`src/rtl/vwmi_pkg.sv`:
```
package vwmi_pkg;

  localparam int AXIS_VERTS_DEF = 32;

  localparam int COORD_W   = 5;
  localparam int VIDX_W    = 15;
  localparam int TRI_W     = 19;
  localparam int CFG_IDX_W = 2;
  localparam int CORNER_W  = 4;
  localparam int CORNERS   = 12;

  localparam logic [CFG_IDX_W-1:0] REG_GRID_X = 2'd0;
  localparam logic [CFG_IDX_W-1:0] REG_GRID_Y = 2'd1;
  localparam logic [CFG_IDX_W-1:0] REG_GRID_Z = 2'd2;

  localparam logic OP_CELL    = 1'b0;
  localparam logic OP_RESTART = 1'b1;

  localparam logic [COORD_W-1:0]  GRID_RESET   = 5'd31;
  localparam logic [TRI_W-1:0]    TRI_PER_WALL = 19'd4;
  localparam logic [CORNER_W-1:0] LAST_CORNER  = CORNER_W'(CORNERS - 1);

  typedef enum logic [1:0] {
    WALL_XY = 2'd0,
    WALL_XZ = 2'd1,
    WALL_YZ = 2'd2
  } wall_t;

  typedef struct packed {
    logic [COORD_W-1:0] x;
    logic [COORD_W-1:0] y;
    logic [COORD_W-1:0] z;
  } grid_t;

  // one vertex reference on its way to the map lookup unit
  typedef struct packed {
    logic               valid;
    logic [COORD_W-1:0] x;
    logic [COORD_W-1:0] y;
    logic [COORD_W-1:0] z;
    logic [TRI_W-1:0]   tri_total;
    logic               last;
  } lookup_req_t;

  // corner offset of a wall: bit0 dx, bit1 dy, bit2 dz
  function automatic logic [2:0] corner_off(wall_t wall, logic [CORNER_W-1:0] corner);
    logic [1:0] p;
    logic [2:0] off;
    case (corner)
      4'd0:    p = 2'd0;
      4'd1:    p = 2'd1;
      4'd2:    p = 2'd2;
      4'd3:    p = 2'd3;
      4'd4:    p = 2'd1;
      4'd5:    p = 2'd2;
      4'd6:    p = 2'd2;
      4'd7:    p = 2'd1;
      4'd8:    p = 2'd0;
      4'd9:    p = 2'd2;
      4'd10:   p = 2'd1;
      4'd11:   p = 2'd3;
      default: p = 2'd0;
    endcase
    case (wall)
      WALL_XY: off = {1'b0, p[1], p[0]};
      WALL_XZ: off = {p[1], 1'b0, p[0]};
      WALL_YZ: off = {p[0], p[1], 1'b0};
      default: off = 3'b000;
    endcase
    return off;
  endfunction

endpackage

```
`src/rtl/vwmi_ref_if.sv`:
```
interface vwmi_ref_if;
  import vwmi_pkg::*;

  logic               valid;
  logic               ready;
  logic [VIDX_W-1:0]  vertex_index;
  logic               is_new;
  logic [COORD_W-1:0] vert_x;
  logic [COORD_W-1:0] vert_y;
  logic [COORD_W-1:0] vert_z;
  logic [TRI_W-1:0]   triangle_total;
  logic               run_end;

  modport source (
    output valid, vertex_index, is_new, vert_x, vert_y, vert_z, triangle_total, run_end,
    input  ready
  );
  modport sink (
    input  valid, vertex_index, is_new, vert_x, vert_y, vert_z, triangle_total, run_end,
    output ready
  );
endinterface

```
`src/rtl/vwmi_lookup.sv`:
```
module vwmi_lookup #(
  parameter int AXIS_VERTS = vwmi_pkg::AXIS_VERTS_DEF
) (
  input  logic                                 clk,
  input  logic                                 rst,
  input  logic                                 clearing,
  input  vwmi_pkg::lookup_req_t                req,
  input  logic [$clog2(AXIS_VERTS**3)-1:0]     req_addr,
  output logic                                 req_ready,
  output logic                                 idle,
  input  logic [$clog2(AXIS_VERTS**3+1)-1:0]   rdata,
  output logic                                 we,
  output logic [$clog2(AXIS_VERTS**3)-1:0]     waddr,
  output logic [$clog2(AXIS_VERTS**3+1)-1:0]   wdata,
  vwmi_ref_if.source                           vref
);
  import vwmi_pkg::*;

  localparam int ADDR_W = $clog2(AXIS_VERTS**3);
  localparam int NV_W   = $clog2(AXIS_VERTS**3 + 1);

  lookup_req_t       s1;
  logic [ADDR_W-1:0] s1_addr;
  logic [NV_W-1:0]   next_vertex;
  logic              byp_valid;
  logic [ADDR_W-1:0] byp_addr;
  logic [NV_W-1:0]   byp_data;

  logic              adv;
  logic [NV_W-1:0]   entry;
  logic              miss;
  logic [NV_W-1:0]   idx;

  assign adv       = s1.valid && (!vref.valid || vref.ready);
  assign req_ready = !s1.valid || adv;
  assign idle      = !s1.valid;

  // previous reference may have written this address on the read edge
  assign entry = (byp_valid && (byp_addr == s1_addr)) ? byp_data : rdata;
  assign miss  = entry == '0;
  assign idx   = miss ? next_vertex : entry - NV_W'(1);

  assign we    = adv && miss;
  assign waddr = s1_addr;
  assign wdata = next_vertex + NV_W'(1);

  always_ff @(posedge clk) begin
    if (rst || clearing) begin
      s1.valid    <= 1'b0;
      next_vertex <= '0;
      byp_valid   <= 1'b0;
    end else begin
      if (req_ready) begin
        s1      <= req;
        s1_addr <= req_addr;
      end
      if (adv) begin
        if (miss) begin
          next_vertex <= next_vertex + NV_W'(1);
        end
        byp_valid <= 1'b1;
        byp_addr  <= s1_addr;
        byp_data  <= miss ? next_vertex + NV_W'(1) : entry;
      end
    end
  end

  always_ff @(posedge clk) begin
    if (rst) begin
      vref.valid <= 1'b0;
    end else if (adv) begin
      vref.valid <= 1'b1;
    end else if (vref.ready) begin
      vref.valid <= 1'b0;
    end
  end

  always_ff @(posedge clk) begin
    if (adv) begin
      vref.vertex_index   <= VIDX_W'(idx);
      vref.is_new         <= miss;
      vref.vert_x         <= s1.x;
      vref.vert_y         <= s1.y;
      vref.vert_z         <= s1.z;
      vref.triangle_total <= s1.tri_total;
      vref.run_end        <= s1.last;
    end
  end

endmodule

```
`src/flat_wrapper.sv`:
```
// flat-port wrapper written by rule: the top's interface ports become plain ports
module vwmi_lookup_flat import vwmi_pkg::*;
#(
  parameter int AXIS_VERTS = vwmi_pkg::AXIS_VERTS_DEF
)
  (clk, rst, clearing, req, req_addr, req_ready, idle, rdata, we, waddr, wdata, vref_valid, vref_vertex_index, vref_is_new, vref_vert_x, vref_vert_y, vref_vert_z, vref_triangle_total, vref_run_end, vref_ready);
  vwmi_ref_if vref_i ();
  input  logic clk;
  input  logic rst;
  input  logic clearing;
  input  vwmi_pkg::lookup_req_t req;
  input  logic [$clog2(AXIS_VERTS**3)-1:0] req_addr;
  output logic req_ready;
  output logic idle;
  input  logic [$clog2(AXIS_VERTS**3+1)-1:0] rdata;
  output logic we;
  output logic [$clog2(AXIS_VERTS**3)-1:0] waddr;
  output logic [$clog2(AXIS_VERTS**3+1)-1:0] wdata;
  output wire logic [$bits(vref_i.valid)-1:0] vref_valid;
  output wire logic [$bits(vref_i.vertex_index)-1:0] vref_vertex_index;
  output wire logic [$bits(vref_i.is_new)-1:0] vref_is_new;
  output wire logic [$bits(vref_i.vert_x)-1:0] vref_vert_x;
  output wire logic [$bits(vref_i.vert_y)-1:0] vref_vert_y;
  output wire logic [$bits(vref_i.vert_z)-1:0] vref_vert_z;
  output wire logic [$bits(vref_i.triangle_total)-1:0] vref_triangle_total;
  output wire logic [$bits(vref_i.run_end)-1:0] vref_run_end;
  input wire logic [$bits(vref_i.ready)-1:0] vref_ready;
  assign vref_valid = vref_i.valid;
  assign vref_vertex_index = vref_i.vertex_index;
  assign vref_is_new = vref_i.is_new;
  assign vref_vert_x = vref_i.vert_x;
  assign vref_vert_y = vref_i.vert_y;
  assign vref_vert_z = vref_i.vert_z;
  assign vref_triangle_total = vref_i.triangle_total;
  assign vref_run_end = vref_i.run_end;
  assign vref_i.ready = vref_ready;
  vwmi_lookup #(.AXIS_VERTS(AXIS_VERTS)) u_core (.clk(clk), .rst(rst), .clearing(clearing), .req(req), .req_addr(req_addr), .req_ready(req_ready), .idle(idle), .rdata(rdata), .we(we), .waddr(waddr), .wdata(wdata), .vref(vref_i));
endmodule
```
`config.mk`:
```
export PLATFORM = sky130hd
export DESIGN_NAME = vwmi_lookup_flat
export DESIGN_NICKNAME = d
export VERILOG_FILES = /design/src/rtl/vwmi_pkg.sv /design/src/rtl/vwmi_ref_if.sv /design/src/rtl/vwmi_lookup.sv /design/src/flat_wrapper.sv
export SDC_FILE = /design/constraint.sdc
export NUM_CORES = 1
export LEC_CHECK = 0
export ABC_AREA = 1
export ABC_CLOCK_PERIOD_IN_PS = 3600
export BUFFER_PORTS_ARGS = -buffer_cell sky130_fd_sc_hd__buf_2
export CORE_MARGIN = 2
export CORE_UTILIZATION = 54
export CTS_CLUSTER_DIAMETER = 120
export DETAILED_ROUTE_END_ITERATION = 6
export PLACE_DENSITY = 0.78
export REMOVE_ABC_BUFFERS = 1
export SYNTH_ARGS = -nofsm -noshare
export SYNTH_HDL_FRONTEND = slang
export SYNTH_SLANG_ARGS = --single-unit
```
`constraint.sdc`:
```
create_clock -name clk -period 3.6 [get_ports clk]
set_clock_uncertainty 0.05 [all_clocks]
set_input_delay 0.72 -clock clk [delete_from_list [all_inputs] [get_ports clk]]
set_output_delay 0.72 -clock clk [all_outputs]
set_load 0.005 [all_outputs]
```
==> reports/metrics.yaml, run 1 <==
routedWlPerCell_um: 15.25
clkTransAtPathRegs_ps: 60
worst_ep_required_time_ps: 2830
yosys.area.top_type: "edfxtp_1"
syn_area_um2: 6533
critPathMaxFanout: 14
drt_iter0_markers: 510
fp-row-count: 40
htreeDepth: 4
antenna_cells: 0
p_total_mw: 3.927
grt_max_degree: 52
maxSlewHeadroom: 0.5764
grt.total_usage: 0.2291
start_util: 0.5484
dp_hpwl_um: 10420
ys.flop_type: "edfxtp_1"
timing.final.crit_period_ps: 3366
met3_wirelength_um: 1441
fin_ws_ps: 234.3
synth-edff-count: 132
wl_met2_um: 6902
die_h_um: 114.0
synth_area_per_cell_um2: 10.82
root_buffer: "clkbuf_16"
final_antenna_net_count: 0
grt_pass1_vias: 4558
numCtsBuffers: 17
ir_worst_vdd_mv: 0.5704
yosys_warnings: 0
core_area_um2: 11910
io_pins: 157
gr-total-overflow: 0
yosysSeqAreaShare: 0.6650
tightest_slew_ps: 635.5
drv_cap: 0
synthCells: 604
synthTopCellsByCount: "179 x nand2_1, 132 x edfxtp_1, 68 x inv_1"
period_share: 0.9349
gp_congestion: 0.8726
highest_layer: "met4"
vias: 4803
synth_most_common_cell: "nand2_1"
hp-class: "reg -> reg"
netlist.area_leader.share: 0.6068
powerDensity_nw_per_um2: 481.8
fmax_mhz: 297.1
status: "finished clean"
antenna_found_initial: 0
cp-end-kind: "output port"
finalMaxSlewViolations: 0
worstSetupPathType: "reg -> out"
ctsHoldBuffers: 0
finalSetupViolations: 0
utilization: 0.6843
avgViaCountPerCell: 5.120
cts_buffer_depth: 2
syn_to_final_growth_pct: 24.78
synth-async-reset-ratio: 0
drt_pass1_iterations: 6
drive_above_1_share: 0.3021
cts_tree: "done"
die_area_um2: 12990
portBuffers: 156
m1WireLength_um: 5712
fin_tns_setup_ps: 0
place_ws_ps: 505.9
power.leakage_nw: 3.637
clock_latency_ps: 420
drc: 0
grt_pass1_wl_um: 22320
dieWidth_um: 114.0
critPathArrivalTime_ps: 2600
worstSetupStartpointType: "register"
synth.distinct_cells: 31
hold_viol: 0
wirelength_um: 14300
ys_ff_latch: 151
netlist_top_cells_area: "edfxtp_1 61%, nand2_1 10%, dfxtp_1 5.8%"
finalNetCount: 851
cts.sinks: 151
[logic make-up (layout without fill, tap and decap cells)]
group | count (synthesis) | after routing | synth area share
and+or+nand+nor | 315 | 315 | 0.2243
DFF | 151 | 151 | 0.6650
buffers and inverters | 84 | 271 | 0.05631
AOI/OAI and AO/OA | 36 | 36 | 0.02911
xor gates and xnor gates | 16 | 16 | 0.02145
adders and majority gates | 2 | 2 | 0.003830
[power breakdown]
group | total (mW) | switching [mW] | internal, mW
Combinational | 0.190 | 0.115 | 0.0756
Clock | 1.76 | 0.728 | 1.04
Sequential | 1.97 | 0.0170 | 1.96
[final timing paths]
kind	start	depth (start not counted)	slack, ps	end
worst max-delay path	u_core.waddr[6]	13	230	we
worst min-delay path	u_core.s1[6]	0	370	u_core.vref.triangle_total[5]
worst max register to register	u_core.waddr[6]	15	630	u_core.byp_data[0]
worst min register to register	u_core.s1[6]	0	370	u_core.vref.triangle_total[5]
[placed cells by master, fill, tap and decap left out, types with 2 or more instances in the layout]
master      instances
xnor2_1             5
inv_6               4
clkbuf_16          17
nor3_1              2
nor2_1             44
inv_8               3
nand3b_2            3
nor2_4              7
bufinv_16           2
nand4_1             7
o21ai_1             8
nand3_2             2
clkinvlp_4          2
nand2_1           178
nand3_1            44
dfxtp_1            19
buf_2             156
inv_2               5
nand3b_1            4
o21ai_4             2
nand2_2            16
nor2_2              2
inv_1              67
edfxtp_1          132
buf_4               7
xor2_1             11
nand3b_4            3
o21ai_0             7
clkinv_1            4
buf_8               2
a21oi_1            18
[sequential cells by signal, summed over array words and instances (netlist names)]
| signal | flops |
|---|---|
| u_core.waddr | 15 |
| u_core.vref.run_end | 1 |
| u_core.byp_addr | 15 |
| u_core.vref.vert_z | 5 |
| u_core.vref.is_new | 1 |
| u_core.vref.vert_x | 5 |
| u_core.byp_valid | 1 |
| u_core.vref.triangle_total | 19 |
| u_core.next_vertex | 16 |
| u_core.s1 | 36 |
| u_core.byp_data | 16 |
| u_core.vref.vert_y | 5 |
| u_core.vref.valid | 1 |
| u_core.vref.vertex_index | 15 |
[routing by layer]
metal | track usage | vias up
li1 | - | 2357
met1 | 0.2753 | 2235
met2 | 0.3647 | 189
met3 | 0.09936 | 22
met4 | 0.09268 | 0
met5 | 0 | -
[critical path: stages (launching register included)]
cell and delay, ps:
edfxtp_1 440, nand2_1 130, nand2_1 60, nor2_1 100, nand2_1 90, nor2_4 210, nand2_8 130, o21ai_4 200
ha_4 180, nand2_2 90, nor2_4 140, nand2_1 110, nor3_1 150, buf_2 140
[through the flow]
step                      hold slack [ps]  std cells  cell area (um2)
after floorplan                     350.3        593             6439
after global placement              350.7        903             7471
after CTS                           369.5        935             8060
final                               369.4        938             8152
after detailed placement            355.4        903             7471
after global routing                374.2        938             8152
[what timing repair did]
action                     4_1_cts  5_1_grt
gates resized for setup          0       13
setup endpoints to repair        0        1
buffers inserted                 0        3
[area by class of cell]
cell class | instances | area, um2
clock buffer | 17 | 425.4
clock inverter | 15 | 163.9
fill | 887 | 3760
inverter | 73 | 274.0
multi-input combinational | 369 | 1877
sequential | 151 | 4344
tap | 147 | 183.9
timing repair buffer | 166 | 883.3
Note: power is estimated with default switching activity, not from simulation.
==> run 2: changes to the inputs <==
==> constraint.sdc (replaced) <==
create_clock -name clk -period 3.6 [get_ports clk]
set_clock_uncertainty 0.05 [all_clocks]
set_input_delay 0 -clock clk [delete_from_list [all_inputs] [get_ports clk]]
set_output_delay 0 -clock clk [all_outputs]
set_load 0.005 [all_outputs]
==> reports/metrics.yaml, run 2 (same netlist as run 1, synthesis figures left out) <==
powerDensity_nw_per_um2: 463.9
instances_no_fill: 996
timing.final.crit_period_ps: 3009
routedWlPerCell_um: 16.29
critPathMaxFanout: 39
drt_iter0_markers: 435
ir_worst_vdd_mv: 0.4521
power.leakage_nw: 3.881
reg.largest.list: "u_core.s1 (36), u_core.vref.triangle_total (19)"
crit_top_cell: "nand2_1"
grt.total_usage: 0.2605
start_util: 0.5484
core_area_um2: 11910
grt_busiest_layer: "met2"
gr-total-overflow: 0
finalInstanceArea_um2: 8677
place_inst: 901
numCtsBuffers: 17
portBuffers: 156
regMostFlops: "u_core.s1"
root_buffer: "clkbuf_16"
critPathArrivalTime_ps: 3290
path_cells: "inv_1, nand2_1, nand2_1, nor2_1, nand2_1, nor2_4, nand2_2, o21ai_2, ha_1, nand3_1, nor2_1, nand2_2, nor2_8, buf_4, nand3_1, a21oi_1"
drc: 0
drive_above_1_share: 0.2768
status: "finished clean"
fp-row-count: 40
final_antenna_net_count: 0
htreeDepth: 4
largest_reg_flops: 36
fin_tns_setup_ps: 0
period_share: 0.8359
grt_max_degree: 51
grt_pass1_wl_um: 25520
met2_usage: 0.4353
clock_latency_ps: 430
die_area_um2: 12990
cp_num_buf_inv: 2
gp_congestion: 0.8938
worstSetupStartpointType: "register"
finalNetCount: 909
cp-end-kind: "register"
cp_top_family: "simple AND/OR/NAND/NOR gates"
cts.sinks: 151
layout_commonest_cell: "nand2_1"
hold_viol: 0
post_cts_resized: 0
cts_tree: "done"
antenna_cells: 0
cts_buffer_depth: 2
postPlaceCellArea_um2: 7443
io_pins: 157
antenna_found_initial: 0
maxSlewHeadroom: 0.2881
vias: 5027
drv_cap: 0
drt_pass1_iterations: 5
grt_pass1_vias: 5076
p_total_mw: 4.025
grtUsageMet1: 0.3146
max_stage_delay_ps: 410
finalSetupViolations: 0
crit_path_top_delay_cell: "edfxtp_1"
dp_hpwl_um: 10340
worst_ep_required_time_ps: 3880
clkTransAtPathRegs_ps: 70
wirelength_um: 16220
mostFrequentLayoutCells: "179 x nand2_1, 156 x buf_2, 132 x edfxtp_1, 67 x inv_1, 63 x dlygate4sd3_1"
syn_to_final_growth_pct: 32.83
rsz0062_at_grt: "false"
die_h_um: 114.0
finalMaxSlewViolations: 0
avgViaCountPerCell: 5.047
tightest_slew_ps: 1068
use_met3: 0.09033
dieWidth_um: 114.0
worstSetupPathType: "reg -> reg"
fmax_mhz: 332.3
hp-class: "in -> reg"
## run 2: cell types whose count changed in the layout (fill, tap and decap cells not counted), sizes merged
cell | previous run | this run
buf | 166 | 161
clkinv | 5 | 6
dlygate4sd3 | 0 | 63
bufinv | 2 | 1
clkinvlp | 2 | 1
inv | 79 | 80
## run 2: worst min-delay path, stage by stage
cell and delay [ps]:
buf_2 80, inv_1 40, nand2_1 90, nand2_2 100
nand2_1 80
## run 2: stage by stage
| stage | hold slack [ps] | setup slack, ps | utilization |
|---|---|---|---|
| finish | 17.16 | 590.7 | 0.7285 |
| global route | 45.77 | 256.2 | 0.7285 |
| CTS | 0.5340 | 601.5 | 0.7285 |
| detailed placement | 128.1 | 634.0 | 0.6249 |
| global placement | 120.3 | 791.3 | 0.6249 |
| floorplan | 19.07 | 324.8 | - |
## run 2: path summary, 6_finish.rpt
kind / slack, ps / endpoint / startpoint / depth (start not counted)
worst min-delay path: 20 / u_core.byp_data[8] / rdata[8] / 5
worst max register to register: 590 / u_core.next_vertex[2] / u_core.waddr[13] / 16
worst max-delay path: 590 / u_core.next_vertex[2] / u_core.waddr[13] / 16
worst min register to register: 370 / u_core.vref.triangle_total[9] / u_core.s1[10] / 0
## run 2: final cells by class
class | count | area (um2)
clock buffers | 17 | 425.4
clock inverters | 15 | 177.7
fillers | 845 | 3234
inverters | 73 | 274.0
multi-input cells | 369 | 1823
flip-flops and latches | 151 | 4344
well taps | 147 | 183.9
repair buffers | 224 | 1449
## run 2: timing repair
| action | in CTS | in global routing |
|---|---|---|
| hold endpoints to repair | 62 | 0 |
| hold buffers | 63 | 0 |
| setup buffers | 0 | 0 |
| endpoints found under the setup margin | 0 | 0 |
## run 2: where the power goes
group | leakage, nW | internal, mW | switching, mW | total, mW
sequential | 1.37 | 1.96 | 0.0189 | 1.98
combinational | 2.21 | 0.115 | 0.125 | 0.240
clock | 0.295 | 0.995 | 0.815 | 1.81
## run 2: per-layer routing
| layer | routed length [um] | share of wire | vias to the layer above |
|---|---|---|---|
| li1 | - | - | 2461 |
| met1 | 6489 | 0.40 | 2318 |
| met2 | 8035 | 0.50 | 227 |
| met3 | 1430 | 0.088 | 21 |
| met4 | 265 | 0.016 | 0 |
| met5 | 0 | 0 | - |
