**config.mk**
```make
export PLATFORM = sky130hd
export DESIGN_NAME = vwmi_seq_flat
export DESIGN_NICKNAME = d
export VERILOG_FILES = /design/src/rtl/vwmi_pkg.sv /design/src/rtl/vwmi_cell_if.sv /design/src/rtl/vwmi_seq.sv /design/src/flat_wrapper.sv
export SDC_FILE = /design/constraint.sdc
export NUM_CORES = 1
export LEC_CHECK = 0
export BUFFER_PORTS_ARGS = -buffer_cell sky130_fd_sc_hd__buf_2
export CELL_PAD_IN_SITES_DETAIL_PLACEMENT = 1
export CELL_PAD_IN_SITES_GLOBAL_PLACEMENT = 2
export CORE_ASPECT_RATIO = 0.7
export CORE_MARGIN = 3
export CORE_UTILIZATION = 31
export DETAILED_ROUTE_END_ITERATION = 6
export MAX_ROUTING_LAYER = met4
export PLACE_DENSITY = 0.92
export SKIP_CTS_REPAIR_TIMING = 1
export SLEW_MARGIN = 20
export SYNTH_ARGS = -nofsm -noshare
export SYNTH_HDL_FRONTEND = slang
export SYNTH_SLANG_ARGS = --single-unit
```
**constraint.sdc**
```tcl
create_clock -name clk -period 3 [get_ports clk]
set_clock_uncertainty 0.2 [all_clocks]
set_input_delay 0.15 -clock clk [delete_from_list [all_inputs] [get_ports clk]]
set_output_delay 0.15 -clock clk [all_outputs]
set_load 0.01 [all_outputs]
```
**src/rtl/vwmi_pkg.sv**
```systemverilog
package vwmi_pkg;

  localparam int AXIS_VERTS_DEF = 32;

  localparam int COORD_W   = 5;
  localparam int VIDX_W    = 15;
  localparam int TRI_W     = 19;
  localparam int CFG_IDX_W = 2;
  localparam int CORNER_W  = 4;
  localparam int CORNERS   = 12;

  localparam logic [CFG_IDX_W-1:0] REG_GRID_X = 2'd0;
  localparam logic [CFG_IDX_W-1:0] REG_GRID_Y = 2'd1;
  localparam logic [CFG_IDX_W-1:0] REG_GRID_Z = 2'd2;

  localparam logic OP_CELL    = 1'b0;
  localparam logic OP_RESTART = 1'b1;

  localparam logic [COORD_W-1:0]  GRID_RESET   = 5'd31;
  localparam logic [TRI_W-1:0]    TRI_PER_WALL = 19'd4;
  localparam logic [CORNER_W-1:0] LAST_CORNER  = CORNER_W'(CORNERS - 1);

  typedef enum logic [1:0] {
    WALL_XY = 2'd0,
    WALL_XZ = 2'd1,
    WALL_YZ = 2'd2
  } wall_t;

  typedef struct packed {
    logic [COORD_W-1:0] x;
    logic [COORD_W-1:0] y;
    logic [COORD_W-1:0] z;
  } grid_t;

  // one vertex reference on its way to the map lookup unit
  typedef struct packed {
    logic               valid;
    logic [COORD_W-1:0] x;
    logic [COORD_W-1:0] y;
    logic [COORD_W-1:0] z;
    logic [TRI_W-1:0]   tri_total;
    logic               last;
  } lookup_req_t;

  // corner offset of a wall: bit0 dx, bit1 dy, bit2 dz
  function automatic logic [2:0] corner_off(wall_t wall, logic [CORNER_W-1:0] corner);
    logic [1:0] p;
    logic [2:0] off;
    case (corner)
      4'd0:    p = 2'd0;
      4'd1:    p = 2'd1;
      4'd2:    p = 2'd2;
      4'd3:    p = 2'd3;
      4'd4:    p = 2'd1;
      4'd5:    p = 2'd2;
      4'd6:    p = 2'd2;
      4'd7:    p = 2'd1;
      4'd8:    p = 2'd0;
      4'd9:    p = 2'd2;
      4'd10:   p = 2'd1;
      4'd11:   p = 2'd3;
      default: p = 2'd0;
    endcase
    case (wall)
      WALL_XY: off = {1'b0, p[1], p[0]};
      WALL_XZ: off = {p[1], 1'b0, p[0]};
      WALL_YZ: off = {p[0], p[1], 1'b0};
      default: off = 3'b000;
    endcase
    return off;
  endfunction

endpackage

```
**src/rtl/vwmi_cell_if.sv**
```systemverilog
interface vwmi_cell_if;
  import vwmi_pkg::*;

  logic               valid;
  logic               ready;
  logic               op;
  logic [COORD_W-1:0] cell_x;
  logic [COORD_W-1:0] cell_y;
  logic [COORD_W-1:0] cell_z;
  logic               wall_xy;
  logic               wall_xz;
  logic               wall_yz;

  modport source (
    output valid, op, cell_x, cell_y, cell_z, wall_xy, wall_xz, wall_yz,
    input  ready
  );
  modport sink (
    input  valid, op, cell_x, cell_y, cell_z, wall_xy, wall_xz, wall_yz,
    output ready
  );
endinterface

```
**src/rtl/vwmi_seq.sv**
```systemverilog
module vwmi_seq #(
  parameter int AXIS_VERTS = vwmi_pkg::AXIS_VERTS_DEF
) (
  input  logic                                clk,
  input  logic                                rst,
  input  vwmi_pkg::grid_t                     grid,
  vwmi_cell_if.sink                           voxel,
  input  logic                                lookup_idle,
  output vwmi_pkg::lookup_req_t               req,
  output logic [$clog2(AXIS_VERTS**3)-1:0]    req_addr,
  input  logic                                req_ready,
  output logic                                clearing,
  output logic [$clog2(AXIS_VERTS**3)-1:0]    clr_addr
);
  import vwmi_pkg::*;

  localparam int MAP_DEPTH = AXIS_VERTS**3;
  localparam int ADDR_W    = $clog2(MAP_DEPTH);
  localparam logic [ADDR_W-1:0]  AV_A     = ADDR_W'(AXIS_VERTS);
  localparam logic [ADDR_W-1:0]  CLR_LAST = ADDR_W'(MAP_DEPTH - 1);
  localparam logic [COORD_W-1:0] CELL_MAX = COORD_W'(AXIS_VERTS - 2);

  typedef enum logic [2:0] {
    ST_CLEAR = 3'b001,
    ST_IDLE  = 3'b010,
    ST_RUN   = 3'b100
  } seq_state_t;

  seq_state_t          state;
  logic [COORD_W-1:0]  cx, cy, cz;
  logic [2:0]          walls;
  logic [CORNER_W-1:0] corner;
  logic [TRI_W-1:0]    tri_count;

  wall_t               wall_sel;
  logic [2:0]          wall_bit;
  logic                last_wall;
  logic [2:0]          off;
  logic [COORD_W-1:0]  vx, vy, vz;
  logic                fire;
  logic                accept;
  logic                in_range;

  always_comb begin
    if (walls[0]) begin
      wall_sel = WALL_XY;
      wall_bit = 3'b001;
    end else if (walls[1]) begin
      wall_sel = WALL_XZ;
      wall_bit = 3'b010;
    end else begin
      wall_sel = WALL_YZ;
      wall_bit = 3'b100;
    end
  end

  assign last_wall = (walls & ~wall_bit) == 3'b000;
  assign off       = corner_off(wall_sel, corner);
  assign vx        = cx + COORD_W'(off[0]);
  assign vy        = cy + COORD_W'(off[1]);
  assign vz        = cz + COORD_W'(off[2]);
  assign req_addr  = (ADDR_W'(vx) * AV_A + ADDR_W'(vy)) * AV_A + ADDR_W'(vz);

  always_comb begin
    req.valid     = state == ST_RUN;
    req.x         = vx;
    req.y         = vy;
    req.z         = vz;
    req.tri_total = (corner == '0) ? tri_count + TRI_PER_WALL : tri_count;
    req.last      = (corner == LAST_CORNER) && last_wall;
  end

  assign fire        = req.valid && req_ready;
  assign voxel.ready = (state == ST_IDLE) && lookup_idle;
  assign accept      = voxel.valid && voxel.ready;
  assign clearing    = state == ST_CLEAR;

  assign in_range = (voxel.cell_x < grid.x) && (voxel.cell_y < grid.y) &&
                    (voxel.cell_z < grid.z) && (voxel.cell_x <= CELL_MAX) &&
                    (voxel.cell_y <= CELL_MAX) && (voxel.cell_z <= CELL_MAX);

  always_ff @(posedge clk) begin
    if (rst) begin
      state     <= ST_CLEAR;
      clr_addr  <= '0;
      tri_count <= '0;
    end else begin
      case (state)
        ST_CLEAR: begin
          clr_addr <= clr_addr + ADDR_W'(1);
          if (clr_addr == CLR_LAST) begin
            state <= ST_IDLE;
          end
        end
        ST_IDLE: begin
          if (accept) begin
            if (voxel.op == OP_RESTART) begin
              state     <= ST_CLEAR;
              clr_addr  <= '0;
              tri_count <= '0;
            end else if (in_range && (voxel.wall_xy || voxel.wall_xz || voxel.wall_yz)) begin
              state  <= ST_RUN;
              cx     <= voxel.cell_x;
              cy     <= voxel.cell_y;
              cz     <= voxel.cell_z;
              walls  <= {voxel.wall_yz, voxel.wall_xz, voxel.wall_xy};
              corner <= '0;
            end
          end
        end
        ST_RUN: begin
          if (fire) begin
            if (corner == '0) begin
              tri_count <= tri_count + TRI_PER_WALL;
            end
            if (corner == LAST_CORNER) begin
              corner <= '0;
              walls  <= walls & ~wall_bit;
              if (last_wall) begin
                state <= ST_IDLE;
              end
            end else begin
              corner <= corner + CORNER_W'(1);
            end
          end
        end
        default: state <= ST_IDLE;
      endcase
    end
  end

endmodule

```
**src/flat_wrapper.sv**
```systemverilog
// flat-port wrapper written by rule: the top's interface ports become plain ports
module vwmi_seq_flat import vwmi_pkg::*;
#(
  parameter int AXIS_VERTS = vwmi_pkg::AXIS_VERTS_DEF
)
  (clk, rst, grid, lookup_idle, req, req_addr, req_ready, clearing, clr_addr, voxel_valid, voxel_op, voxel_cell_x, voxel_cell_y, voxel_cell_z, voxel_wall_xy, voxel_wall_xz, voxel_wall_yz, voxel_ready);
  vwmi_cell_if voxel_i ();
  input  logic clk;
  input  logic rst;
  input  vwmi_pkg::grid_t grid;
  input  logic lookup_idle;
  output vwmi_pkg::lookup_req_t req;
  output logic [$clog2(AXIS_VERTS**3)-1:0] req_addr;
  input  logic req_ready;
  output logic clearing;
  output logic [$clog2(AXIS_VERTS**3)-1:0] clr_addr;
  input wire logic [$bits(voxel_i.valid)-1:0] voxel_valid;
  input wire logic [$bits(voxel_i.op)-1:0] voxel_op;
  input wire logic [$bits(voxel_i.cell_x)-1:0] voxel_cell_x;
  input wire logic [$bits(voxel_i.cell_y)-1:0] voxel_cell_y;
  input wire logic [$bits(voxel_i.cell_z)-1:0] voxel_cell_z;
  input wire logic [$bits(voxel_i.wall_xy)-1:0] voxel_wall_xy;
  input wire logic [$bits(voxel_i.wall_xz)-1:0] voxel_wall_xz;
  input wire logic [$bits(voxel_i.wall_yz)-1:0] voxel_wall_yz;
  output wire logic [$bits(voxel_i.ready)-1:0] voxel_ready;
  assign voxel_i.valid = voxel_valid;
  assign voxel_i.op = voxel_op;
  assign voxel_i.cell_x = voxel_cell_x;
  assign voxel_i.cell_y = voxel_cell_y;
  assign voxel_i.cell_z = voxel_cell_z;
  assign voxel_i.wall_xy = voxel_wall_xy;
  assign voxel_i.wall_xz = voxel_wall_xz;
  assign voxel_i.wall_yz = voxel_wall_yz;
  assign voxel_ready = voxel_i.ready;
  vwmi_seq #(.AXIS_VERTS(AXIS_VERTS)) u_core (.clk(clk), .rst(rst), .grid(grid), .voxel(voxel_i), .lookup_idle(lookup_idle), .req(req), .req_addr(req_addr), .req_ready(req_ready), .clearing(clearing), .clr_addr(clr_addr));
endmodule
```
==> key figures, run 1 <==
GRT
  – Remaining global-route overflow: 0
  – Pin count of the biggest net entering global routing: 26
  – Vias in the first global route: approximately 3400
  – Initial antenna violation count: 0
  – First-pass GRT wire length: 17000 um
  – Total Routing Usage GR: between 10% and 20%

Synth
  – Top_reg_cell synth: dfxtp_1
  – Syn Inst Count: 418
  – YS warnings: 0
  – Largest family of logic cells by synthesized area: simple AND/OR/NAND/NOR gates
  – Async SR Flop Fraction: 0%
  – Post-synthesis sequential area ratio: 37.1%
  – Synth unique cells: 66
  – Post-synthesis mux area share: around 1.7%
  – Area of the mapped netlist: 3780 um2
  – Synth Area in Simple Gates: a little under a quarter
  – Synth Area in XOR/XNOR: 8.11%
  – Post-synthesis adder-cell area fraction: 7.55%
  – Post-synthesis compound-gate area fraction: about 15%
  – Syn Area/Cell: around 9 um2
  – Number of flops mapped to enable cells by yosys: 22
  – #FFs+latches synth: 59

STA
  – Unrepaired setup endpoints after global routing: no
  – Fmax: 0.349 GHz
  – Slew HR: between 60% and 70%
  – Worst Setup Slack, final: 0.138 ns
  – WHS: about 0.042 ns
  – Hold Vio Cnt, Final: 0
  – Fin crit share: 95.4%
  – Fin. max-slew vios: 0
  – Least-Margin Pin Slew: 0.514 ns
  – # setup viols final: 0
  – Post-route minimum period: 2.86 ns
  – TNS Setup: 0 ns

Finish
  – Commonest non-fill, non-tap cells in the layout: 104 x buf_2, 39 x nand2_1, 37 x dfxtp_1, 33 x nor2_1, 26 x a21oi_1
  – Nets@finish: 587
  – Filler instances: about 1400
  – Share of cells above drive strength 1: 28.1%
  – # diodes: 0
  – Final Cell Area: 4810 um2
  – P&R area growth vs syn: 27.2%
  – Commonest non-fill, non-tap cell in the layout: buf_2

Drt
  – Drt pass-1 iters: 4
  – WL/cell: 16.2 um
  – Via density: ~5.0
  – Drt first-iter violations: approximately 120
  – Routed WL: 11100 um
  – Drt drc: 0
  – Vias post-DR: 3442
  – Routed Antenna Nets: 0

Power
  – PwrDens: 406 nW/um2
  – LEAKAGE: 2.09 nW
  – Worst VDD drop: about 0.26 mV

Worst setup path
  – Critical Path Fanout Max: 7
  – Worst Setup Start Kind: input port
  – Crit Path Category: input port to flop
  – Crit path DAT: 2.66 ns
  – CP required: 2.80 ns
  – CP Capture Type: flop

Job
  – Total of max-cap violations: 0

Floorplan
  – Row cnt: 33
  – Chip width: between 100 and 150 um
  – Initial core utilization: 32.0%
  – Die H: 98.4 um
  – Core area: 11800 um2
  – I/O pins: 107
  – Die area: ~14000 um2

Placement
  – PortBufs: between 100 and 150
  – Post-DP HPWL: 8140 um
  – Placer congestion estimate: 0.843
  – Pre-CTS setup slack: 0.165 ns
  – Placed inst area: 4320 um2

Clock network
  – CTS buffer count: 9
  – Longest Clk Path Bufs: 2
  – Clock sink count: 59
  – Htree depth: 3
  – Worst skew pair latency: 0.33 ns
  – Clock Tree Root: clkbuf_16
  – Clock-pin transition on the worst setup and hold timing paths: 0.05 ns
  – CTS tree: built

Run status
  – Status: complete, no violations

Hold path
  – Hold crit path type: input port to flop
layout make-up:
class	count	area (um2)	area share [%]
Clock buffer	10	229	4.76
Timing Repair Buffer	129	753	15.7
Inverter	19	76.3	1.59
Sequential cell	59	1400	29.1
Clock inverter	6	56.3	1.17
Multi-Input combinational cell	308	2100	43.6
Tap cell	157	196	4.09
metrics by stage:
| step | utilization, % | power, mW | cells |
|---|---|---|---|
| floorplan | - | 0.905 | 419 |
| global placement | 36.6 | 0.953 | 653 |
| detailed placement | 36.6 | 0.958 | 653 |
| CTS | 39.0 | 1.96 | 669 |
| global route | 40.7 | 2.03 | 688 |
| finish | 40.7 | 1.95 | 688 |
synth_stat cells, types with 3 or more instances:
library cell	number	area, um2
a21o_1	3	22.5
a21oi_1	26	130
a22oi_2	3	37.5
a311oi_1	3	26.3
a31oi_1	7	43.8
and2_1	3	18.8
and3_1	8	50.1
and4_1	3	26.3
buf_2	4	20.0
buf_4	17	128
buf_6	4	45.0
clkbuf_1	7	26.3
dfxtp_1	37	741
edfxtp_1	22	661
ha_1	22	275
inv_1	18	67.6
mux2i_1	4	40.0
nand2_1	39	146
nand2b_1	6	37.5
nand3_1	24	120
nand4_1	4	25.0
nor2_1	35	131
nor2b_1	3	18.8
nor3_1	7	35.0
nor3b_1	3	22.5
o21ai_0	14	70.1
o21ai_1	6	30.0
or3_1	7	43.8
xnor2_1	19	166
xor2_1	16	140
worst max-delay path, stage by stage:
cell           delay (ns)
dlygate4sd3_1        0.54
buf_2                0.14
ha_1                 0.19
a222oi_1             0.29
o311a_1              0.22
o21ai_0              0.09
nor4_2               0.36
o221a_4              0.35
a21boi_1             0.32
sequential cells by signal, indices dropped and copies added (netlist names), named ones only:
register and cells:
u_core.cz 5, u_core.walls 3, u_core.corner 4, u_core.state 3
u_core.tri_count 17, u_core.clr_addr 15, u_core.cx 5, u_core.cy 5
cell families after synthesis:
logic type,Yosys count
AND/OR/NAND/NOR,161
AO/OA/AOI/OAI,81
flip-flops,59
buffers and inverters,52
XOR/XNOR,35
adder cells (fa/ha/maj),23
multiplexers,6
other,1
routing by layer:
layer	GRT usage, %	wire length [um]
met3	4.27	483
met4	4.56	153
met2	24.8	5180
met5	-	0
met1	21.2	5290
power breakdown:
part / internal, mW / total, mW / switching, mW
registers: 0.833 / 0.837 / 0.00450
logic: 0.0598 / 0.123 / 0.0627
clock network: 0.635 / 0.993 / 0.358
total: 1.53 / 1.95 / 0.425
path summary, 6_finish.rpt:
check                                         from                                to  slack, ns  cells after the start
setup / recovery                   voxel_cell_z[3]         u_core.walls[2]$_DFFE_PP_       0.14                      9
hold / removal                           req_ready      u_core.state[2]$_SDFFE_PP0P_       0.04                      4
setup reg to reg      u_core.state[2]$_SDFFE_PP0P_         u_core.walls[2]$_DFFE_PP_       0.44                      5
hold reg to reg   u_core.tri_count[4]$_SDFFE_PP0P_  u_core.tri_count[4]$_SDFFE_PP0P_       0.29                      2
No activity file was read; power rests on OpenSTA's default activity.
==> inputs of run 2 (changes only) <==
--- a/config.mk
+++ b/config.mk
@@ -14,6 +14,7 @@
 export DETAILED_ROUTE_END_ITERATION = 6
 export MAX_ROUTING_LAYER = met4
 export PLACE_DENSITY = 0.92
+export REMOVE_ABC_BUFFERS = 1
 export SKIP_CTS_REPAIR_TIMING = 1
 export SLEW_MARGIN = 20
 export SYNTH_ARGS = -nofsm -noshare
==> run 2 against run 1 <==
The run now ends with negative hold slack left. Design area increased by 0.88%. Via count rose by 0.15%. Routed wire length hardly changed. Sequential share of layout area decreased by 0.26 points. Worst setup slack improved by 0.059 ns. Worst hold slack worse by 0.080 ns. Utilization rose by 0.36 points. First-iteration DRC count fell by 16%. Count of clock-buffer cells in the layout increased by 3. Critical endpoint is now u_core.walls[1]$_DFFE_PP_.
==> key figures, run 2 (synthesis gave the netlist of run 1 again) <==
Placement
  – PortBufs: between 100 and 150
  – Placer congestion estimate: roughly 0.77
  – Post-DP HPWL: 8350 um
  – Placed inst area: 4310 um2

STA
  – Least-Margin Pin Slew: a little over 0.5 ns
  – TNS Setup: 0 ns
  – Fin. max-slew vios: 0
  – Post-route minimum period: 2.80 ns
  – Fin crit share: about 93%
  – # setup viols final: 0
  – Hold Vio Cnt, Final: 1
  – Unrepaired setup endpoints after global routing: no
  – Slew HR: approximately two thirds
  – Fmax: roughly 0.36 GHz
  – WHS: -0.0376 ns

Floorplan
  – Die H: 98.4 um
  – Row cnt: 33
  – Initial core utilization: about a third
  – Core area: 11800 um2
  – Chip width: 138 um
  – Die area: 13600 um2
  – I/O pins: 107

Worst setup path
  – Crit Path Category: input port to flop
  – Worst R2R Setup Slack: 0.44 ns
  – Worst Setup Start Kind: input port
  – Crit-path cells: dlygate4sd3_1 -> buf_2 -> ha_1 -> a211oi_1 -> o21ai_0 -> nor4_2 -> o221a_4 -> a21boi_1
  – CP max stage delay: about 0.53 ns
  – CP required: 2.81 ns
  – Crit. Startpoint: voxel_cell_x[1]
  – Crit path DAT: 2.61 ns
  – Slowest-stage cell, CP: dlygate4sd3_1
  – Worst r2r src: u_core.state[2]$_SDFFE_PP0P_
  – Worst R2R End: u_core.walls[1]$_DFFE_PP_
  – Setup crit end: u_core.walls[1]$_DFFE_PP_
  – Critical Path Fanout Max: 7
  – CP Capture Type: flop
  – R2r worst-path depth: 5

Run status
  – Failing checks: negative hold slack
  – Status: finished with violations

Drt
  – Routed Antenna Nets: 0
  – Drt first-iter violations: slightly below 100
  – Drt pass-1 iters: 4
  – Drt drc: 0
  – Vias post-DR: about 3400
  – Routed WL: 11100 um
  – Via density: 5.01
  – WL/cell: about 16 um

GRT
  – Remaining global-route overflow: 0
  – Vias in the first global route: 3428
  – Initial antenna violation count: 0
  – Pin count of the biggest net entering global routing: 26
  – Total Routing Usage GR: between 10% and 20%
  – First-pass GRT wire length: 17300 um

Power
  – Worst VDD drop: 0.274 mV
  – LEAKAGE: roughly 2.1 nW
  – PwrDens: 430 nW/um2

Clock network
  – Longest Clk Path Bufs: 2
  – Clock sink count: 59
  – Htree depth: 3
  – CTS buffer count: 9
  – Clock Tree Root: clkbuf_16
  – Worst skew pair latency: around 0.33 ns
  – Clock-pin transition on the worst setup and hold timing paths: approximately 0.05 ns
  – CTS tree: built

Finish
  – # diodes: 0
  – Largest regs: u_core.tri_count: 17 flops, u_core.clr_addr: 15 flops
  – Multi-input gate area: 2090 um2
  – Share of cells above drive strength 1: 28.6%
  – Register Area: approximately 1400 um2
  – Commonest non-fill, non-tap cells in the layout: 104 x buf_2, 39 x nand2_1, 37 x dfxtp_1, 34 x nor2_1, 26 x a21oi_1
  – Reg with most FFs: u_core.tri_count
  – Filler instances: 1449
  – Commonest non-fill, non-tap cell in the layout: buf_2
  – Final Cell Area: between 4000 and 5000 um2
  – Max reg flops: 17
  – P&R area growth vs syn: 28.3%
  – Nets@finish: roughly 600

Job
  – Total of max-cap violations: 0

Hold path
  – Hold crit path type: input port to flop
[run 2: cell count changes in the layout (fill, tap and decap cells not counted), sizes merged]
cell,before,now
buf,111,112
clkbuf,10,13
clkinv,6,3
dlygate4sd3,18,17
[run 2: cell type report]
type	count	area share, %
clock buffer	13	6.04
inverter	19	1.57
sequential	59	28.9
tap	157	4.05
clock inverter	3	0.825
timing repair buffer	129	15.5
multi-input combinational	308	43.2
[run 2: routing by layer]
metal | global-route usage (%) | up-vias | wire [um]
li1 | - | 1682 | -
met1 | 21.5 | 1668 | 5250
met2 | 25.9 | 86 | 5240
met3 | 3.86 | 11 | 537
met4 | 3.87 | 0 | 97
met5 | - | - | 0
[run 2: worst min-delay path by stage]
| stage | cells past startpoint | end | slack (ns) | start |
|---|---|---|---|---|
| after detailed placement | 1 | u_core.cy[0]$_DFFE_PP_ | 0.15 | voxel_cell_y[0] |
| after global placement | 1 | u_core.cx[0]$_DFFE_PP_ | 0.15 | voxel_cell_x[0] |
| after CTS | 1 | u_core.cy[0]$_DFFE_PP_ | -0.18 | voxel_cell_y[0] |
| final | 3 | u_core.walls[2]$_DFFE_PP_ | -0.04 | voxel_wall_yz |
| after floorplan | 1 | u_core.clr_addr[1]$_SDFFE_PP0P_ | 0.02 | rst |
| after global routing | 3 | u_core.walls[2]$_DFFE_PP_ | 0.02 | voxel_wall_yz |
[run 2: power by group]
| part | internal (mW) | total [mW] | leakage [nW] | switching (mW) |
|---|---|---|---|---|
| sequential | 0.833 | 0.837 | 0.507 | 0.00436 |
| clock | 0.763 | 1.13 | 0.166 | 0.364 |
| combinational | 0.0592 | 0.122 | 1.45 | 0.0625 |
| total | 1.66 | 2.09 | 2.12 | 0.431 |
[run 2: worst max-delay path, delay by kind of cell]
| family | cells | cell delay, ns |
|---|---|---|
| AO/OA/AOI/OAI | 4 | 1.14 |
| adder cells (fa/ha/maj) | 1 | 0.29 |
| buffers and inverters | 2 | 0.67 |
| AND/OR/NAND/NOR | 1 | 0.36 |
[run 2: metrics by stage]
step                      cells  hold WS, ns  power [mW]  util (%)  setup slack (ns)
after floorplan             386       0.0191       0.898         -             0.301
after global placement      652        0.154       0.953      36.5             0.369
after detailed placement    652        0.153       0.957      36.5             0.253
after CTS                   668       -0.183        2.08      39.4           0.00924
after global routing        688       0.0169        2.16      41.1           0.00405
final                       688      -0.0376        2.09      41.1             0.197
